===== src/hdl/negacyclic_poly_mul_mod_q_assert.svh =====
// Assertion macros for the negacyclic multiplier.
// Each macro expects signals named clk and rst_n in the using scope.
`ifndef NEGACYCLIC_POLY_MUL_MOD_Q_ASSERT_SVH
`define NEGACYCLIC_POLY_MUL_MOD_Q_ASSERT_SVH

// Condition in this cycle implies consequence in this cycle.
`define NMQ_ASSERT_NOW(label, ante, cons, msg) \
  label: assert property (@(posedge clk) disable iff (!rst_n) (ante) |-> (cons)) \
    else $error(msg);

// Condition in this cycle implies consequence in the next cycle.
`define NMQ_ASSERT_NEXT(label, ante, cons, msg) \
  label: assert property (@(posedge clk) disable iff (!rst_n) (ante) |=> (cons)) \
    else $error(msg);

`endif


===== src/hdl/nmq_pkg.sv =====
// ----------------------------------------------------------------------------
// nmq_pkg
// Shared constants, types and codes of the negacyclic multiplier mod 12289.
// ----------------------------------------------------------------------------
package nmq_pkg;

  // Ring degree and coefficient store addressing.
  localparam int RING_DEGREE = 512;
  localparam int AW          = $clog2(RING_DEGREE);

  // Field widths.
  localparam int CW  = 14;
  localparam int IW  = 9;
  localparam int BW  = 13;
  localparam int PW  = 2 * CW;

  // Modulus and Barrett reduction constants.
  localparam logic [CW-1:0] Q_MOD  = 14'd12289;
  localparam int            BAR_K  = 42;
  localparam int            MW     = 29;
  localparam logic [MW-1:0] BAR_M  = MW'((64'd1 << BAR_K) / 64'(Q_MOD));

  // Command codes.
  typedef enum logic [1:0] {
    CMD_LOAD_A = 2'd0,
    CMD_LOAD_B = 2'd1,
    CMD_RUN    = 2'd2,
    CMD_READ   = 2'd3
  } nmq_cmd_t;

  // Control shared by all cells of the accumulator ring.
  typedef struct packed {
    logic clr;
    logic shift;
  } nmq_cell_ctrl_t;

endpackage


===== src/hdl/nmq_mac.sv =====
// ----------------------------------------------------------------------------
// nmq_mac
// Pipelined product of two residues followed by Barrett reduction mod q.
// ----------------------------------------------------------------------------
module nmq_mac (
  input  logic                   clk,
  input  logic                   rst_n,
  input  logic                   in_vld,
  input  logic                   in_sub,
  input  logic [nmq_pkg::CW-1:0] in_a,
  input  logic [nmq_pkg::CW-1:0] in_b,
  output logic                   out_vld,
  output logic                   out_sub,
  output logic [nmq_pkg::CW-1:0] out_term,
  output logic                   busy
);
  import nmq_pkg::*;

  localparam int TW = PW + MW;

  logic [3:0]      vld_r;
  logic [3:0]      sub_r;
  logic [PW-1:0]   p2_r;
  logic [PW-1:0]   p3_r;
  logic [TW-1:0]   t3_r;
  logic [PW-1:0]   p4_r;
  logic [PW-1:0]   qq4_r;
  logic [CW-1:0]   term5_r;
  logic [CW:0]     qhat;
  logic [PW-1:0]   diff;
  logic [CW:0]     rem;

  // Valid and sign flags travel alongside the data.
  always_ff @(posedge clk) begin
    if (!rst_n) begin
      vld_r <= '0;
    end else begin
      vld_r <= {vld_r[2:0], in_vld};
    end
  end

  always_ff @(posedge clk) begin
    sub_r <= {sub_r[2:0], in_sub};
  end

  // Quotient estimate and remainder, which is below 2q.
  assign qhat = t3_r[TW-1 -: (CW + 1)];
  assign diff = p4_r - qq4_r;
  assign rem  = diff[CW:0];

  // Product, Barrett multiply, quotient times q, final correction.
  always_ff @(posedge clk) begin
    p2_r    <= in_a * in_b;
    t3_r    <= TW'(p2_r) * TW'(BAR_M);
    p3_r    <= p2_r;
    qq4_r   <= PW'(qhat) * PW'(Q_MOD);
    p4_r    <= p3_r;
    term5_r <= (rem >= {1'b0, Q_MOD}) ? CW'(rem - {1'b0, Q_MOD}) : rem[CW-1:0];
  end

  assign out_vld  = vld_r[3];
  assign out_sub  = sub_r[3];
  assign out_term = term5_r;
  assign busy     = |vld_r;

endmodule


===== config.mk =====
export PLATFORM = sky130hd
export DESIGN_NAME = nmq_mac
export DESIGN_NICKNAME = d
export VERILOG_FILES = /design/src/hdl/negacyclic_poly_mul_mod_q_assert.svh /design/src/hdl/nmq_pkg.sv /design/src/hdl/nmq_mac.sv
export SDC_FILE = /design/constraint.sdc
export NUM_CORES = 1
export LEC_CHECK = 0
export BUFFER_PORTS_ARGS = -buffer_cell sky130_fd_sc_hd__buf_2
export CAP_MARGIN = 20
export CORE_MARGIN = 5
export CORE_UTILIZATION = 26
export CTS_BUF_LIST = sky130_fd_sc_hd__clkbuf_16
export CTS_CLUSTER_SIZE = 8
export DETAILED_ROUTE_END_ITERATION = 6
export GPL_TIMING_DRIVEN = 0
export PLACE_DENSITY_LB_ADDON = 0.12
export SYNTH_ARGS = -nofsm -noshare
export SYNTH_HDL_FRONTEND = slang
export SYNTH_SLANG_ARGS = --single-unit

===== constraint.sdc =====
create_clock -name clk -period 7.3 [get_ports clk]
set_clock_uncertainty 0.15 [all_clocks]
set_input_delay 1.095 -clock clk [delete_from_list [all_inputs] [get_ports clk]]
set_output_delay 1.095 -clock clk [all_outputs]
set_load 0.01 [all_outputs]

==> qor.txt, run 1 <==
outcome - completed
Max Clock Freq - 0.144 GHz
drt pass-1 iters - 5
placed cell area - 0.0233 mm2
Critical Path Source Type - input port
crit path DAT - 7.10 ns
Post-Syn Nets - 3069
max cap viols - 0
Skew-Pair Late Insertion Delay - 0.39 ns
row count - 106
Setup violations, final - 0
Vias/cell - 4.23
total clock sinks - 110
CP bufs+invs - 6
WL/cell - 16.4 um
Setup CP Type - input port to register
DP Wirelength - 48700 um
initial core utilization - 0.261
Crit path required time - 7.45 ns
post-synthesis average cell area - 9.79 um2
Yosys cell types - 73
worst min-delay path category - register to register
final hold viol count - 0
initial antenna violation count - 3
I/O Buffers - 48
mapped cell area - 0.0217 mm2
Max Transition Viols Final - 0
Yosys warning count - 0
clk slew on worst S/H paths - 0.08 ns
Tcrit/Tclk final - 0.953
Mapped Cells - 2216
largest net degree at the start of global routing - 24
Die Height - 299 um
CP max FO - 10
IO Count - 49
Core ar. - 0.0832 mm2
Slew HR - 0.546
Post-synth ARST share - 0
# fillers - 8818
residual DRC count - 0
Sequential Area - 0.00229 mm2
Post-Synth Simple-Gate Area - 0.0768
vias in the first global route - 15900
compound-gate portion of the synthesized area - 0.0640
CTS tree - built
post-synthesis mux area share - 0.000923
crit end category - register
Chip Width - 299 um
worst setup margin - 0.341 ns
Area Growth Syn to Fin - 9.54%
area of the multi-input gates - 0.0169 mm2
largest family of logic cells by synthesized area - adder cells
DR iter-0 viols - 553
register area share after synthesis - 0.102
Post-synth EDFFs - 0
Tmin final - 6.96 ns
H-tree levels - 3
share of layout cells above drive strength 1 - 0.0615
ys flop type - dfxtp_1
grt ovf - 0
Total Nets Final - 3125
kind of cell adding the most delay to the critical path - adder cells
Yosys reg bits - 110
Routed WL - 55000 um
Clock Path Buffers - 2
Final ANT Viol Nets - 0
RePlAce Congestion - 0.828
adder-cell share of the synthesized area - 0.612
slowest CP cell - fa_1
CP Cell Sequence - buf_2 -> clkbuf_2 -> nand2_1 -> fa_1 -> inv_1 -> fa_1 -> inv_1 -> fa_1 -> inv_1 -> fa_1 -> fa_1 -> fa_1 -> ha_1 -> inv_1 -> nor2_1 -> o211ai_1 -> a221oi_1 -> nor3_1 -> o22ai_1 -> nor2_1 -> o31ai_1 -> xor2_1
CTS root buf - clkbuf_16
most used cell, CP - fa_1
CP peak stage delay - 0.55 ns
vias - 14200
first-pass GRT wire length - 90200 um
post-route cell area - 0.0238 mm2
Num CTS Buffers - 9
Total GRT Usage - 0.129
die area - 0.0893 mm2
Post-Synth XOR/XNOR Area - 0.0253
worst slew pin tran - 0.677 ns
pre-CTS setup slack - -0.739 ns
-- final timing paths --
path	startpoint	to	slack [ns]	cells past startpoint
max	in_a[8]	p2_r[26]	0.34	22
min reg2reg	p3_r[9]	p4_r[9]	0.18	0
max reg2reg	p2_r[11]	t3_r[49]	0.35	21
min	p3_r[9]	p4_r[9]	0.18	0
-- synthesized netlist by cell type (all sizes together) (5+ instances only) --
cell	n	area, um2
and2	88	551
a21oi	58	302
xnor2	42	383
nor3	13	65.1
a211oi	15	113
nand3	15	75.1
dfxtp	110	2200
nor2	39	146
clkbuf	29	109
or3	6	42.5
a211o	5	43.8
a311oi	5	56.3
xor2	19	166
o21a	9	67.6
inv	648	2430
o21bai	7	52.6
o211ai	7	57.6
a21o	24	180
o21ai	27	135
buf	6	43.8
o31ai	5	37.5
nand4	10	62.6
nand2b	5	31.3
nor2b	8	50.1
nand2	146	548
ha	420	5260
fa	401	8030
-- cell type report --
| cell class | count | share of cell area |
|---|---|---|
| antenna | 1 | 0.000105 |
| multi-input combinational | 1423 | 0.713 |
| timing repair buffer | 57 | 0.0130 |
| sequential | 110 | 0.0962 |
| buffer | 23 | 0.00511 |
| clock buffer | 9 | 0.00948 |
| tap | 1080 | 0.0569 |
| inverter | 648 | 0.102 |
| clock inverter | 7 | 0.00374 |
-- cell usage in the layout (no fill, tap or decap), types with 9 or more instances in the layout --
cell / Yosys / final
a211oi_1: 15 / 14
a21o_1: 24 / 24
a21oi_1: 55 / 53
and2_1: 88 / 88
buf_2: 2 / 50
buf_4: 1 / 10
clkbuf_16: 0 / 9
clkbuf_2: 0 / 11
dfxtp_1: 110 / 82
dfxtp_4: 0 / 20
fa_1: 401 / 401
ha_1: 420 / 420
inv_1: 648 / 648
nand2_1: 146 / 146
nand3_1: 15 / 15
nand4_1: 10 / 10
nor2_1: 39 / 39
nor3_1: 13 / 12
o21a_1: 9 / 9
o21ai_0: 23 / 22
xnor2_1: 40 / 40
xor2_1: 19 / 19
-- metal layers --
layer,track usage,routed length (um)
met4,0.0217,518
met1,0.189,27700
met3,0.0122,1310
met5,0,0
met2,0.211,25500
-- logic make-up after synthesis --
kind of cell / after synthesis
adders and majority gates: 821
buffers and inverters: 683
muxes: 2
DFF: 110
AOI/OAI and AO/OA: 196
and+or+nand+nor: 343
xor gates and xnor gates: 61
-- per-stage QoR --
step | hold WS (ns) | util | setup TNS [ns] | std cells
after floorplan | 0.160 | - | 0 | 2216
after global placement | 0.160 | 0.280 | -7.68 | 3344
after detailed placement | 0.162 | 0.280 | -7.03 | 3344
after CTS | 0.180 | 0.284 | 0 | 3358
after global routing | 0.184 | 0.286 | -0.00326 | 3357
final | 0.179 | 0.286 | 0 | 3358
-- registers in the layout, summed over array words and instances (netlist names) --
name / cells
p3_r: 15
p2_r: 28
vld_r: 4
p4_r: 15
out_term: 14
sub_r: 4
t3_r: 15
qq4_r: 15
-- timing repair --
action / 4_1_cts / 5_1_grt
setup endpoints to repair: 17 / 9
resized for setup: 31 / 50
hold buffers: 0 / 0
pin swaps: 0 / 2
setup buffers: 0 / 9
Power of run 1 is left out: the tool's default activity adds up to more than one toggle a clock period on the data nets, which glitch-free logic cannot reach.
==> run 2: changes to the inputs <==
--- a/config.mk
+++ b/config.mk
@@ -9,7 +9,7 @@
 export CAP_MARGIN = 20
 export CORE_MARGIN = 5
 export CORE_UTILIZATION = 26
-export CTS_BUF_LIST = sky130_fd_sc_hd__clkbuf_16
+export CTS_BUF_LIST = sky130_fd_sc_hd__clkbuf_8
 export CTS_CLUSTER_SIZE = 8
 export DETAILED_ROUTE_END_ITERATION = 6
 export GPL_TIMING_DRIVEN = 0
==> run 2 against run 1 <==
Worst hold slack improved by 0.0077 ns. Wire length barely moved. Critical path depth fell by 1. Fmax fell by 1.2%. Non-clock buffer count fell by 7. Sequential share of layout area barely moved. Global-route usage barely moved. Via count barely moved. Die area did not move. Register-to-register slack got worse by 0.09 ns. First-iteration DRC count fell by 4.7%. Critical path type is now register to register.
==> qor.txt, run 2 (synthesized netlist as in run 1, its figures left out) <==
DR iter-0 viols - 527 (-4.7%)
# fillers - 8833 (+0.17%)
WL/cell - 16.4 um (+0.18%)
Setup CP Type - register to register
Layout Cells excl Fill - 3351 (-0.21%)
final hold viol count - 0 (unchanged)
max cap viols - 0 (unchanged)
CTS root buf - clkbuf_8
layer with the highest usage - met2
die area - 0.0893 mm2 (unchanged)
CP max FO - 10 (unchanged)
grt ovf - 0 (unchanged)
Critical Path Source Type - register
crit path DAT - 7.21 ns (+0.11 ns)
slowest CP cell - dfxtp_2
Reg with most FFs - p2_r
CP startpoint - p2_r[3]
hold path cells - 0 (unchanged)
most used cell, CP - fa_1
vias - 14200 (-0.099%)
Setup violations, final - 0 (unchanged)
Skew-Pair Late Insertion Delay - 0.44 ns (+0.05 ns)
initial core utilization - 0.261 (unchanged)
row count - 106 (unchanged)
placed cell area - 0.0233 mm2 (unchanged)
Hold Path End - p4_r[9]
GR Util met2 - 0.211 (about the same)
Crit path required time - 7.47 ns (+0.02 ns)
crit end category - register
M1 GR Usage - 0.189 (unchanged)
Clock Path Buffers - 2 (unchanged)
residual DRC count - 0 (unchanged)
worst flop-to-flop path startpoint - p2_r[3]
Worst Hold Launch - p3_r[9]
placed cells - 3344 (unchanged)
post-route cell area - 0.0236 mm2 (-0.79%)
Total GRT Usage - 0.129 (about the same)
Max Clock Freq - 0.142 GHz (-1.2%)
max reg flops - 28 (unchanged)
I/O Buffers - 48 (unchanged)
CTS tree - built
pre-CTS setup slack - -0.739 ns (unchanged)
most frequent cells in the layout - inv_1 (648), ha_1 (420), fa_1 (401), nand2_1 (146), and2_1 (88)
Die Height - 299 um (unchanged)
vias in the first global route - 15900 (-0.019%)
initial antenna violation count - 4 (+1)
R2R depth - 21 (unchanged)
clk slew on worst S/H paths - 0.13 ns (+0.05 ns)
Area Growth Syn to Fin - 8.68%
met3 capacity usage during global routing - 0.0129 (+0.000654)
Slew HR - 0.542 (-0.00352)
Chip Width - 299 um (unchanged)
outcome - completed
RSZ-0062 raised after global routing - yes
first-pass GRT wire length - 90200 um (about the same)
CP Cell Sequence - ha_1 -> inv_1 -> fa_1 -> fa_1 -> inv_1 -> fa_1 -> fa_1 -> inv_1 -> fa_1 -> inv_1 -> fa_1 -> ha_1 -> and2_1 -> a221o_1 -> a211o_2 -> a211oi_4 -> o31ai_1 -> a21oi_2 -> o21ai_0 -> a2111oi_1 -> a311oi_1
RePlAce Congestion - 0.828 (unchanged)
Core ar. - 0.0832 mm2 (unchanged)
Tcrit/Tclk final - 0.965 (+0.0113)
reg2reg end - t3_r[49]
most common cell after layout, fill and taps aside - inv_1
total clock sinks - 110 (unchanged)
Num CTS Buffers - 9 (unchanged)
H-tree levels - 3 (unchanged)
Tmin final - 7.04 ns (+0.0822 ns)
largest net degree at the start of global routing - 24 (unchanged)
Vias/cell - 4.23 (+0.11%)
Fin Hold WS - 0.186 ns (+0.00766 ns)
Final ANT Viol Nets - 0 (unchanged)
worst min-delay path category - register to register
DP Wirelength - 48700 um (unchanged)
share of layout cells above drive strength 1 - 0.0568 (-0.00466)
worst setup margin - 0.259 ns (-0.0822 ns)
Total Nets Final - 3118 (-0.22%)
Max Transition Viols Final - 0 (unchanged)
worst slew pin tran - 0.682 ns (+0.00525 ns)
CP peak stage delay - 0.56 ns (about the same)
r2r setup slk - 0.26 ns (-0.09 ns)
Routed WL - 55000 um (about the same)
IO Count - 49 (unchanged)
hold buffers post-CTS - 0 (unchanged)
drt pass-1 iters - 5 (unchanged)
==> run 2: cell types whose count changed in the layout (fill, tap and decap cells not counted), sizes merged <==
cell  delta
buf      -7
==> run 2: repair_timing <==
action                                  4_1_cts  5_1_grt
gates resized for setup                      30       37
endpoints found under the setup margin       17       10
buffers inserted                              0        1
pin swaps                                     0        1
==> run 2: worst max path at each step <==
stage / end / slack (ns) / cells after the start
after floorplan: p2_r[23] / 0.57 / 20
after global placement: t3_r[49] / -0.81 / 21
after detailed placement: t3_r[49] / -0.74 / 21
after CTS: p2_r[23] / 0.03 / 21
after global routing: t3_r[49] / -0.08 / 21
final: t3_r[49] / 0.26 / 21
==> run 2: routing by layer <==
| layer | part of all wire | vias up | wire [um] |
|---|---|---|---|
| li1 | - | 6878 | - |
| met1 | 0.50 | 7114 | 27700 |
| met2 | 0.46 | 157 | 25500 |
| met3 | 0.023 | 27 | 1250 |
| met4 | 0.0095 | 0 | 522 |
| met5 | 0 | - | 0 |
==> run 2: final cells by class <==
| type | count | area (um2) | area share |
|---|---|---|---|
| clock inverter | 7 | 88.8 | 0.00377 |
| antenna | 1 | 2.50 | 0.000106 |
| clock buffer | 9 | 124 | 0.00525 |
| timing repair buffer | 49 | 248 | 0.0105 |
| buffer | 24 | 123 | 0.00520 |
| tap | 1080 | 1350 | 0.0573 |
| sequential | 110 | 2270 | 0.0962 |
| inverter | 648 | 2430 | 0.103 |
| multi-input combinational | 1423 | 16900 | 0.719 |
==> run 2: worst max-delay path: cells and delay by family (launching register included) <==
kind / cells / cell delay, ns
flops: 1 / 0.56
fa+ha+maj: 8 / 3.57
compound gates: 8 / 2.24
buf+inv: 4 / 0.24
simple gates: 1 / 0.16
==> run 2: stage by stage <==
| stage | util | setup TNS, ns |
|---|---|---|
| after floorplan | - | 0 |
| after global placement | 0.280 | -7.68 |
| after detailed placement | 0.280 | -7.03 |
| after CTS | 0.283 | 0 |
| after global routing | 0.284 | -0.0769 |
| final | 0.284 | 0 |
Power of run 2 is left out for the same reason.
