## src/hdl/negacyclic_poly_mul_mod_q_assert.svh

```systemverilog
// Assertion macros for the negacyclic multiplier.
// Each macro expects signals named clk and rst_n in the using scope.
`ifndef NEGACYCLIC_POLY_MUL_MOD_Q_ASSERT_SVH
`define NEGACYCLIC_POLY_MUL_MOD_Q_ASSERT_SVH

// Condition in this cycle implies consequence in this cycle.
`define NMQ_ASSERT_NOW(label, ante, cons, msg) \
  label: assert property (@(posedge clk) disable iff (!rst_n) (ante) |-> (cons)) \
    else $error(msg);

// Condition in this cycle implies consequence in the next cycle.
`define NMQ_ASSERT_NEXT(label, ante, cons, msg) \
  label: assert property (@(posedge clk) disable iff (!rst_n) (ante) |=> (cons)) \
    else $error(msg);

`endif

```

## src/hdl/nmq_pkg.sv

```systemverilog
// ----------------------------------------------------------------------------
// nmq_pkg
// Shared constants, types and codes of the negacyclic multiplier mod 12289.
// ----------------------------------------------------------------------------
package nmq_pkg;

  // Ring degree and coefficient store addressing.
  localparam int RING_DEGREE = 512;
  localparam int AW          = $clog2(RING_DEGREE);

  // Field widths.
  localparam int CW  = 14;
  localparam int IW  = 9;
  localparam int BW  = 13;
  localparam int PW  = 2 * CW;

  // Modulus and Barrett reduction constants.
  localparam logic [CW-1:0] Q_MOD  = 14'd12289;
  localparam int            BAR_K  = 42;
  localparam int            MW     = 29;
  localparam logic [MW-1:0] BAR_M  = MW'((64'd1 << BAR_K) / 64'(Q_MOD));

  // Command codes.
  typedef enum logic [1:0] {
    CMD_LOAD_A = 2'd0,
    CMD_LOAD_B = 2'd1,
    CMD_RUN    = 2'd2,
    CMD_READ   = 2'd3
  } nmq_cmd_t;

  // Control shared by all cells of the accumulator ring.
  typedef struct packed {
    logic clr;
    logic shift;
  } nmq_cell_ctrl_t;

endpackage

```

## src/hdl/nmq_cell.sv

```systemverilog
// ----------------------------------------------------------------------------
// nmq_cell
// One accumulator cell of the ring; holds one product coefficient.
// ----------------------------------------------------------------------------
module nmq_cell (
  input  logic                       clk,
  input  nmq_pkg::nmq_cell_ctrl_t    ctrl,
  input  logic [nmq_pkg::CW-1:0]     d_in,
  output logic [nmq_pkg::CW-1:0]     q_out
);
  import nmq_pkg::*;

  logic [CW-1:0] val_r;

  // Clear at run start, otherwise take the neighbor's value on a shift.
  always_ff @(posedge clk) begin
    if (ctrl.clr) begin
      val_r <= '0;
    end else if (ctrl.shift) begin
      val_r <= d_in;
    end
  end

  assign q_out = val_r;

endmodule

```

## config.mk

```make
export PLATFORM = sky130hd
export DESIGN_NAME = nmq_cell
export DESIGN_NICKNAME = d
export VERILOG_FILES = /design/src/hdl/negacyclic_poly_mul_mod_q_assert.svh /design/src/hdl/nmq_pkg.sv /design/src/hdl/nmq_cell.sv
export SDC_FILE = /design/constraint.sdc
export NUM_CORES = 1
export LEC_CHECK = 0
export BUFFER_PORTS_ARGS = -buffer_cell sky130_fd_sc_hd__buf_2
export CORE_AREA = 5 5 42 44
export CTS_BUF_LIST = sky130_fd_sc_hd__clkbuf_4
export CTS_CLUSTER_DIAMETER = 150
export DETAILED_ROUTE_END_ITERATION = 10
export DIE_AREA = 0 0 47 49
export HOLD_SLACK_MARGIN = 0.02
export PLACE_DENSITY = 0.81
export SYNTH_ARGS = -nofsm -noshare
export SYNTH_HDL_FRONTEND = slang
export SYNTH_SLANG_ARGS = --single-unit
```

## constraint.sdc

```tcl
create_clock -name clk -period 2.1 [get_ports clk]
set_input_delay 0.315 -clock clk [delete_from_list [all_inputs] [get_ports clk]]
set_output_delay 0.315 -clock clk [all_outputs]
set_load 0.01 [all_outputs]
```

==> key figures, run 1 <==
Outcome
  – Status: finished clean

Clock network
  – Resize count post-CTS: 0
  – Clk buf depth: 2
  – CTS tree: yes
  – CTS HTree Levels: 1
  – Postcts setup bufs: 0
  – Clock Sinks: 14
  – Clk root buf: clkbuf_4
  – Post-CTS Hold Buffers: 0
  – Clock Pin Slew Worst Setup and Hold Paths: approximately 0.080 ns
  – CTS Buf Count: 3
  – Clk Latency, worst-skew pair: between 0.2 and 0.3 ns

GRT
  – Grt total ovfl: 0
  – Gr usage total: between 10% and 20%
  – Largest net degree at the start of global routing: 15
  – First-pass GRT wire length: approximately 1.7 mm
  – Vias in the first global route: roughly 430
  – Antenna violations before repair: 0

Placement
  – GP Congestion: ~0.57
  – Port-buffer cells: 30
  – Placed Instances: slightly below 90

Floorplanning
  – Die W: 47 um
  – Die H: 49 um
  – Core Rows: 14
  – Initial Utilization: a little over a third
  – Die area: 2300 um^2
  – Top-level I/O count: 31
  – Core ar.: between 1000 and 1500 um^2

STA
  – Slew margin rel.: around 73%
  – Final max-slew violation count: 0
  – RSZ-0062 raised after global routing: false
  – Final hold vios: 0
  – Minimum clock period: about 1.1 ns
  – Final Skew: 0 ns
  – Finish-stage setup viols: 0
  – Worst Max-Slew Pin Slew: between 0.4 and 0.5 ns
  – Fmax: 946 MHz
  – TNS Setup: 0 ns
  – Final Cycle Share: 50.3%

Cells and area
  – Area Growth Syn to Fin: 31.0%
  – Fillers: 145
  – Proportion of layout cells with a drive suffix above 1: a little over two fifths
  – # diodes: 0
  – Layout net count: 94
  – Commonest non-fill, non-tap cell in the layout: buf_2
  – Max reg flops: 14
  – Commonest non-fill, non-tap cells in the layout: buf_2, mux2i_1, nor2_1, dfxtp_1, clkbuf_4
  – Non-filler cells, final: 91

Route
  – Wire per inst: roughly 12 um
  – Drt first pass iters: 2
  – Vias post-DR: ~410
  – Drc violations: 0
  – Vias per cell: around 4.5
  – WL final: 1.08 mm
  – DRT iter0 DRCs: 5
  – Antenna Violating Nets Remaining: 0

Worst setup path
  – Worst setup SP type: flop
  – Crit. path cell count: 1
  – R2r worst-path depth: 2
  – Req. time, crit path: between 1.5 and 2 ns
  – Worst EP arrival: 0.74 ns
  – Max stage delay cell, worst path: dfxtp_1
  – Setup CP Type: reg -> out
  – Slowest cell delay on critical path: around 0.34 ns
  – Cells along the critical path: buf_2
  – Crit path max-delay family: flip-flops
  – Worst Path Max Fanout: 2
  – Critical Path Sink Type: primary output
  – Worst path bufs/invs: 1

Synthesis
  – Unique cell type count in the Yosys netlist: 6
  – Yosys reg bits: 14
  – Synthesis Warnings: 0
  – Mapped Area: 508 um^2
  – Cells after Synth: 45
  – Syn avg cell area: approximately 11 um^2
  – Post-Syn Nets: 62
  – Register area share after synthesis: between 50% and 60%

Pwr
  – VDD IR max: between 0.0003 and 0.0004 V
  – Static leakage power: approximately 0.37 nW
  – Pwr dens: approximately 760 nW/um^2

Min path
  – Hold path depth: 3
  – Path type of the worst min-delay path: in -> reg

Flow run
  – Max-cap violations: 0
==> cell families after synthesis <==
logic type | count (synthesis) | synth area share [%]
multiplexers | 14 | 27.6
flip-flops | 14 | 55.2
AND/OR/NAND/NOR | 14 | 10.3
buffers and inverters | 3 | 6.90
==> stage by stage <==
step	power [mW]	instance area [um^2]	worst slack, ns	hold WS (ns)	util (%)
after floorplan	0.338	508	1.21	0.387	-
after global placement	0.365	643	1.04	0.466	45.9
final	0.504	666	1.04	0.278	47.5
after CTS	0.511	666	1.03	0.275	47.5
after global routing	0.530	666	1.00	0.297	47.5
after detailed placement	0.368	643	0.997	0.481	45.9
==> synth_stat cells <==
library cell	n	area (um^2)
buf_6	1	11.3
nor2_1	14	52.6
dfxtp_1	14	280
clkbuf_1	1	3.75
mux2i_1	14	140
buf_12	1	20.0
==> report_power, final <==
| part | leakage, nW | internal [mW] | switching, mW |
|---|---|---|---|
| Sequential | 0.116 | 0.281 | 0.00709 |
| Combinational | 0.242 | 0.0361 | 0.0357 |
| Clock | 0.0138 | 0.0663 | 0.0771 |
| Total | 0.371 | 0.384 | 0.120 |
==> final cells by class <==
cell class	count	area (um^2)	area share (%)
multi-input combinational	28	193	28.9
sequential	14	280	42.1
clock buffer	3	22.5	3.38
tap	16	20.0	3.01
timing repair buffer	30	150	22.6
==> final timing paths <==
path | startpoint | to | slack [ns]
setup / recovery | q_out[5] | q_out[5] | 1.04
hold / removal | d_in[9] | q_out[9] | 0.28
setup reg to reg | q_out[5] | q_out[5] | 1.47
hold reg to reg | q_out[1] | q_out[1] | 0.49
==> per-layer routing <==
| metal | GRT usage [%] | up-vias | routed length, um |
|---|---|---|---|
| met1 | 12.1 | 186 | 426 |
| met5 | 0 | - | 0 |
| met3 | 1.11 | 0 | 86 |
| met2 | 15.8 | 15 | 565 |
| li1 | - | 207 | - |
| met4 | 6.91 | 0 | 0 |
No activity file was read; power rests on OpenSTA's default activity.
==> inputs of run 2 (changes only) <==
--- a/config.mk
+++ b/config.mk
@@ -6,13 +6,13 @@
 export NUM_CORES = 1
 export LEC_CHECK = 0
 export BUFFER_PORTS_ARGS = -buffer_cell sky130_fd_sc_hd__buf_2
-export CORE_AREA = 5 5 42 44
+export CORE_MARGIN = 5
+export CORE_UTILIZATION = 38
 export CTS_BUF_LIST = sky130_fd_sc_hd__clkbuf_4
 export CTS_CLUSTER_DIAMETER = 150
 export DETAILED_ROUTE_END_ITERATION = 10
-export DIE_AREA = 0 0 47 49
 export HOLD_SLACK_MARGIN = 0.02
-export PLACE_DENSITY = 0.81
+export PLACE_DENSITY = 0.84
 export SYNTH_ARGS = -nofsm -noshare
 export SYNTH_HDL_FRONTEND = slang
 export SYNTH_SLANG_ARGS = --single-unit
==> constraint.sdc (replaced) <==
create_clock -name clk -period 0.9 [get_ports clk]
set_input_delay 0.135 -clock clk [delete_from_list [all_inputs] [get_ports clk]]
set_output_delay 0.135 -clock clk [all_outputs]
set_load 0.01 [all_outputs]
==> run 2 against run 1 <==
Against the previous run:
- wire length down 1.9%
- combinational power rose to 2.6 times the previous value
- core utilization up 9.0 points
- first-iteration DRC count down 60%
- clock skew unchanged
- sequential power up 140%
- worst setup slack worse by 1.0 ns
- die area down 5.9%
- non-clock buffer count up 1
- sequential share of layout area down 1.2 points
- clock power up 140%
- cell count unchanged
==> key figures, run 2 (synthesis results as in run 1) <==
Placement
  – HPWL Detailed: ~770 um
  – Place WS: about 0.12 ns
  – Port-buffer cells: 30
  – GP Congestion: approximately 0.58

STA
  – Final Skew: 0 ns
  – Final max-slew violation count: 0
  – Slew margin rel.: between 80% and 90%
  – Minimum clock period: roughly 0.87 ns
  – Hold Slack: approximately 0.09 ns
  – Finish-stage setup viols: 0
  – Worst Max-Slew Pin Slew: around 0.25 ns
  – Fmax: ~1200 MHz
  – Final worst slack: 0.0318 ns
  – Final Cycle Share: 96.5%
  – Final hold vios: 0

Min path
  – Path type of the worst min-delay path: in -> reg
  – Hold path depth: 3
  – Hold EP: q_out[11]
  – Hold Startpoint: d_in[11]

GRT
  – Largest net degree at the start of global routing: 15
  – Vias in the first global route: 361
  – Grt total ovfl: 0
  – Antenna violations before repair: 0
  – First-pass GRT wire length: 1.48 mm
  – Gr usage total: 10.7%

Floorplanning
  – Die area: 2170 um^2
  – Core Rows: 13
  – Top-level I/O count: 31
  – Die W: 46.6 um
  – Core ar.: 1280 um^2
  – Initial Utilization: 39.5%
  – Die H: around 47 um

Worst setup path
  – Slowest cell delay on critical path: between 0.3 and 0.4 ns
  – Worst setup SP type: flop
  – Cells along the critical path: buf_2
  – Worst path bufs/invs: 1
  – R2r worst-path depth: 2
  – Crit path max-delay family: flip-flops
  – Critical Path Sink Type: primary output
  – Setup CP Type: reg -> out
  – FF-to-FF End: q_out[8]
  – Req. time, crit path: ~0.76 ns
  – Worst EP arrival: approximately 0.73 ns
  – Reg2reg setup slack: around 0.26 ns
  – Worst Path Max Fanout: 2
  – R2r startpoint: q_out[8]
  – Max stage delay cell, worst path: dfxtp_2

Clock network
  – Clock Pin Slew Worst Setup and Hold Paths: about 0.07 ns
  – Clk Latency, worst-skew pair: about 0.28 ns
  – Clk root buf: clkbuf_4
  – Postcts setup bufs: 0
  – Clock Sinks: 14
  – CTS HTree Levels: 1
  – CTS tree: yes
  – Post-CTS Hold Buffers: 0
  – Clk buf depth: 2
  – CTS Buf Count: 3

Pwr
  – Static leakage power: 0.389 nW
  – VDD IR max: 0.000657 V
  – Pwr dens: roughly 1700 nW/um^2

Route
  – Drc violations: 0
  – Wire per inst: 11.6 um
  – Drt first pass iters: 3
  – Antenna Violating Nets Remaining: 0
  – Vias post-DR: 399
  – Vias per cell: 4.38
  – DRT iter0 DRCs: 2
  – WL final: between 1 and 1.5 mm

Cells and area
  – Max reg flops: 14
  – Proportion of layout cells with a drive suffix above 1: slightly above 60%
  – Area Growth Syn to Fin: 42.9%
  – Layout net count: 95
  – Fillers: about 110
  – # diodes: 0
  – Commonest non-fill, non-tap cell in the layout: buf_2
  – Commonest non-fill, non-tap cells in the layout: buf_2, mux2i_1, nor2_1

Outcome
  – Status: finished clean

Flow run
  – Max-cap violations: 0
run 2: final cells by class:
class                      count  area (um^2)  share of cell area [%]
clock buffer                   3         22.5                    3.10
multi-input combinational     28          193                    26.6
sequential                    14          297                    40.9
tap                           15         18.8                    2.59
timing repair buffer          31          195                    26.9
run 2: tightest hold or removal path, cell delays in order:
cell     delay, ns
buf_2         0.07
mux2i_1       0.06
nor2_1        0.07
run 2: report_power, final:
group	internal [mW]	leakage (nW)	switching (mW)	total, mW
registers	0.663	0.120	0.0192	0.682
clock network	0.155	0.0138	0.189	0.344
logic	0.104	0.255	0.0835	0.188
total	0.922	0.389	0.291	1.21
run 2: what timing repair did:
item	CTS	global route
pin swaps	0	0
resized for setup	1	16
gates cloned	0	0
setup endpoints to repair	1	13
run 2: how the worst max path moves through the flow:
stage / cells past startpoint / to / startpoint / slack (ns)
5_1_grt: 1 / q_out[10] / q_out[10] / -0.02
4_1_cts: 1 / q_out[6] / q_out[6] / 0.002
6_report: 1 / q_out[10] / q_out[10] / 0.03
2_1_floorplan: 4 / q_out[10] / ctrl[0] / 0.19
3_3_place_gp: 4 / q_out[8] / ctrl[0] / 0.14
3_5_place_dp: 4 / q_out[8] / ctrl[0] / 0.12
run 2: metrics by stage:
| stage | cells | instance area (um^2) | TNS (ns) | utilization, % | power (mW) |
|---|---|---|---|---|---|
| after floorplan | 45 | 508 | 0 | - | 0.789 |
| after global placement | 88 | 662 | 0 | 51.5 | 0.862 |
| after detailed placement | 88 | 662 | 0 | 51.5 | 0.865 |
| after CTS | 91 | 686 | 0 | 53.4 | 1.22 |
| after global routing | 91 | 726 | -0.0179 | 56.5 | 1.29 |
| final | 91 | 726 | 0 | 56.5 | 1.21 |
run 2: routing by layer:
layer | global-route usage, % | vias to the layer above | part of all wire, %
met5 | 0 | - | 0
met4 | 10.2 | 0 | 3.0
met3 | 7.03 | 4 | 11
met2 | 14.8 | 17 | 47
met1 | 10.4 | 167 | 39
li1 | - | 211 | -
==> inputs of run 3 (changes only) <==
--- a/config.mk
+++ b/config.mk
@@ -12,7 +12,7 @@
 export CTS_CLUSTER_DIAMETER = 150
 export DETAILED_ROUTE_END_ITERATION = 10
 export HOLD_SLACK_MARGIN = 0.02
-export PLACE_DENSITY = 0.84
+export PLACE_DENSITY = 0.75
 export SYNTH_ARGS = -nofsm -noshare
 export SYNTH_HDL_FRONTEND = slang
 export SYNTH_SLANG_ARGS = --single-unit
==> run 3 against run 2 <==
Against the previous run:
- non-clock buffer count unchanged
- sequential share of layout area up 0.92 points
- worst setup slack better by 0.0019 ns
- power shrank 0.99%
- clock skew is the same
- sequential cell count unchanged
- sequential power is 0.7% lower
- largest cell class unchanged
- highest routed layer unchanged
==> key figures, run 3 (synthesis results as in run 1) <==
Outcome
  – Status: finished clean

Floorplanning
  – Top-level I/O count: 31
  – Die W: 46.6 um
  – Initial Utilization: between 30% and 40%
  – Die area: approximately 2200 um^2
  – Core ar.: ~1300 um^2
  – Core Rows: 13
  – Die H: about 47 um

Worst setup path
  – Worst path bufs/invs: 1
  – Slowest cell delay on critical path: between 0.3 and 0.4 ns
  – R2r worst-path depth: 2
  – Crit path max-delay family: flip-flops
  – Worst Path Max Fanout: 2
  – Critical Path Sink Type: primary output
  – Worst EP arrival: about 0.73 ns
  – Cells along the critical path: buf_2
  – Crit. path cell count: 1
  – Setup CP Type: reg -> out
  – Max stage delay cell, worst path: dfxtp_1
  – Worst setup SP type: flop
  – Reg2reg setup slack: 0.27 ns
  – Req. time, crit path: 0.76 ns

Cells and area
  – Commonest non-fill, non-tap cells in the layout: buf_2, mux2i_1, nor2_1
  – Area Growth Syn to Fin: 37.9%
  – Max reg flops: 14
  – Commonest non-fill, non-tap cell in the layout: buf_2
  – Proportion of layout cells with a drive suffix above 1: 57.1%
  – Reg area: around 290 um^2
  – # diodes: 0
  – Layout net count: 95
  – Area of the multi-input gates: 193 um^2
  – Final Instance Area: between 700 and 800 um^2
  – Fillers: between 100 and 150
  – Fin util: between 50 and 60%
  – Non-filler cells, final: slightly above 90

STA
  – Slew margin rel.: roughly 84%
  – RSZ-0062 raised after global routing: false
  – Final Skew: 0 ns
  – Final hold vios: 0
  – Finish-stage setup viols: 0
  – Fmax: 1150 MHz
  – Final worst slack: between 0.03 and 0.04 ns
  – Worst Max-Slew Pin Slew: 0.233 ns
  – TNS Setup: 0 ns
  – Final Cycle Share: between 90 and 100%
  – Minimum clock period: a little under 0.9 ns
  – Final max-slew violation count: 0

Clock network
  – Resize count post-CTS: 0
  – Clk root buf: clkbuf_4
  – Clk Latency, worst-skew pair: around 0.27 ns
  – Postcts setup bufs: 0
  – Clock Sinks: 14
  – CTS Buf Count: 3
  – CTS tree: yes
  – Clock Pin Slew Worst Setup and Hold Paths: 0.08 ns
  – Post-CTS Hold Buffers: 0
  – CTS HTree Levels: 1
  – Clk buf depth: 2

Route
  – Wire per inst: around 11 um
  – Vias post-DR: roughly 420
  – Drc violations: 0
  – WL final: between 1 and 1.5 mm
  – DRT iter0 DRCs: 7
  – Antenna Violating Nets Remaining: 0
  – Drt first pass iters: 4
  – Vias per cell: roughly 4.5

Placement
  – Place WS: about 0.11 ns
  – HPWL Detailed: between 700 and 800 um
  – Area after DPL: 662 um^2
  – GP Congestion: ~0.67
  – Placed Instances: just under 90
  – Port-buffer cells: 30

Pwr
  – Static leakage power: 0.386 nW
  – Combinational share of power: 14.7%
  – Reg power frac: 56.3%
  – Clock power frac: 29.0%
  – Psw: roughly 0.29 mW
  – Sw Share: a little under a quarter
  – Int Pwr: ~0.91 mW
  – Pwr dens: about 1700 nW/um^2
  – VDD IR max: between 0.0008 and 0.0009 V

Min path
  – Path type of the worst min-delay path: in -> reg
  – Hold path depth: 3

GRT
  – Antenna violations before repair: 0
  – Largest net degree at the start of global routing: 15
  – First-pass GRT wire length: 1.62 mm
  – Gr usage total: between 10 and 15%
  – Grt total ovfl: 0
  – Vias in the first global route: around 420

Flow run
  – Max-cap violations: 0
-- run 3: final cells by class --
| cell class | count | area share [%] |
|---|---|---|
| clock inverter | 1 | 0.536 |
| timing repair buffer | 31 | 24.3 |
| clock buffer | 3 | 3.21 |
| multi-input combinational | 28 | 27.5 |
| sequential | 14 | 41.8 |
| tap | 15 | 2.68 |
-- run 3: metal layers --
metal  track usage, %  vias to the layer above  share of wire, %
met1             11.4                      189                39
met3             1.17                        2               6.0
li1                 -                      211                 -
met2             18.1                       15                53
met5                0                        -                 0
met4             10.2                        0               1.8
-- run 3: worst paths after layout --
kind	start	end
worst max-delay path	q_out[0]	q_out[0]
worst min-delay path	d_in[2]	q_out[2]
worst max register to register	q_out[12]	q_out[12]
worst min register to register	q_out[2]	q_out[2]
-- run 3: power by group through the flow --
stage | logic [mW] | clock network [mW] | registers (mW)
floorplan | 0.0836 | 0 | 0.706
global placement | 0.177 | 0 | 0.685
detailed placement | 0.179 | 0 | 0.686
CTS | 0.180 | 0.363 | 0.672
global route | 0.198 | 0.389 | 0.681
finish | 0.177 | 0.348 | 0.677
-- run 3: through the flow --
step                hold WS (ns)  power (mW)
floorplan                  0.207       0.789
global placement           0.369       0.862
detailed placement         0.380       0.865
CTS                       0.0930        1.22
global route               0.109        1.27
finish                    0.0952        1.20
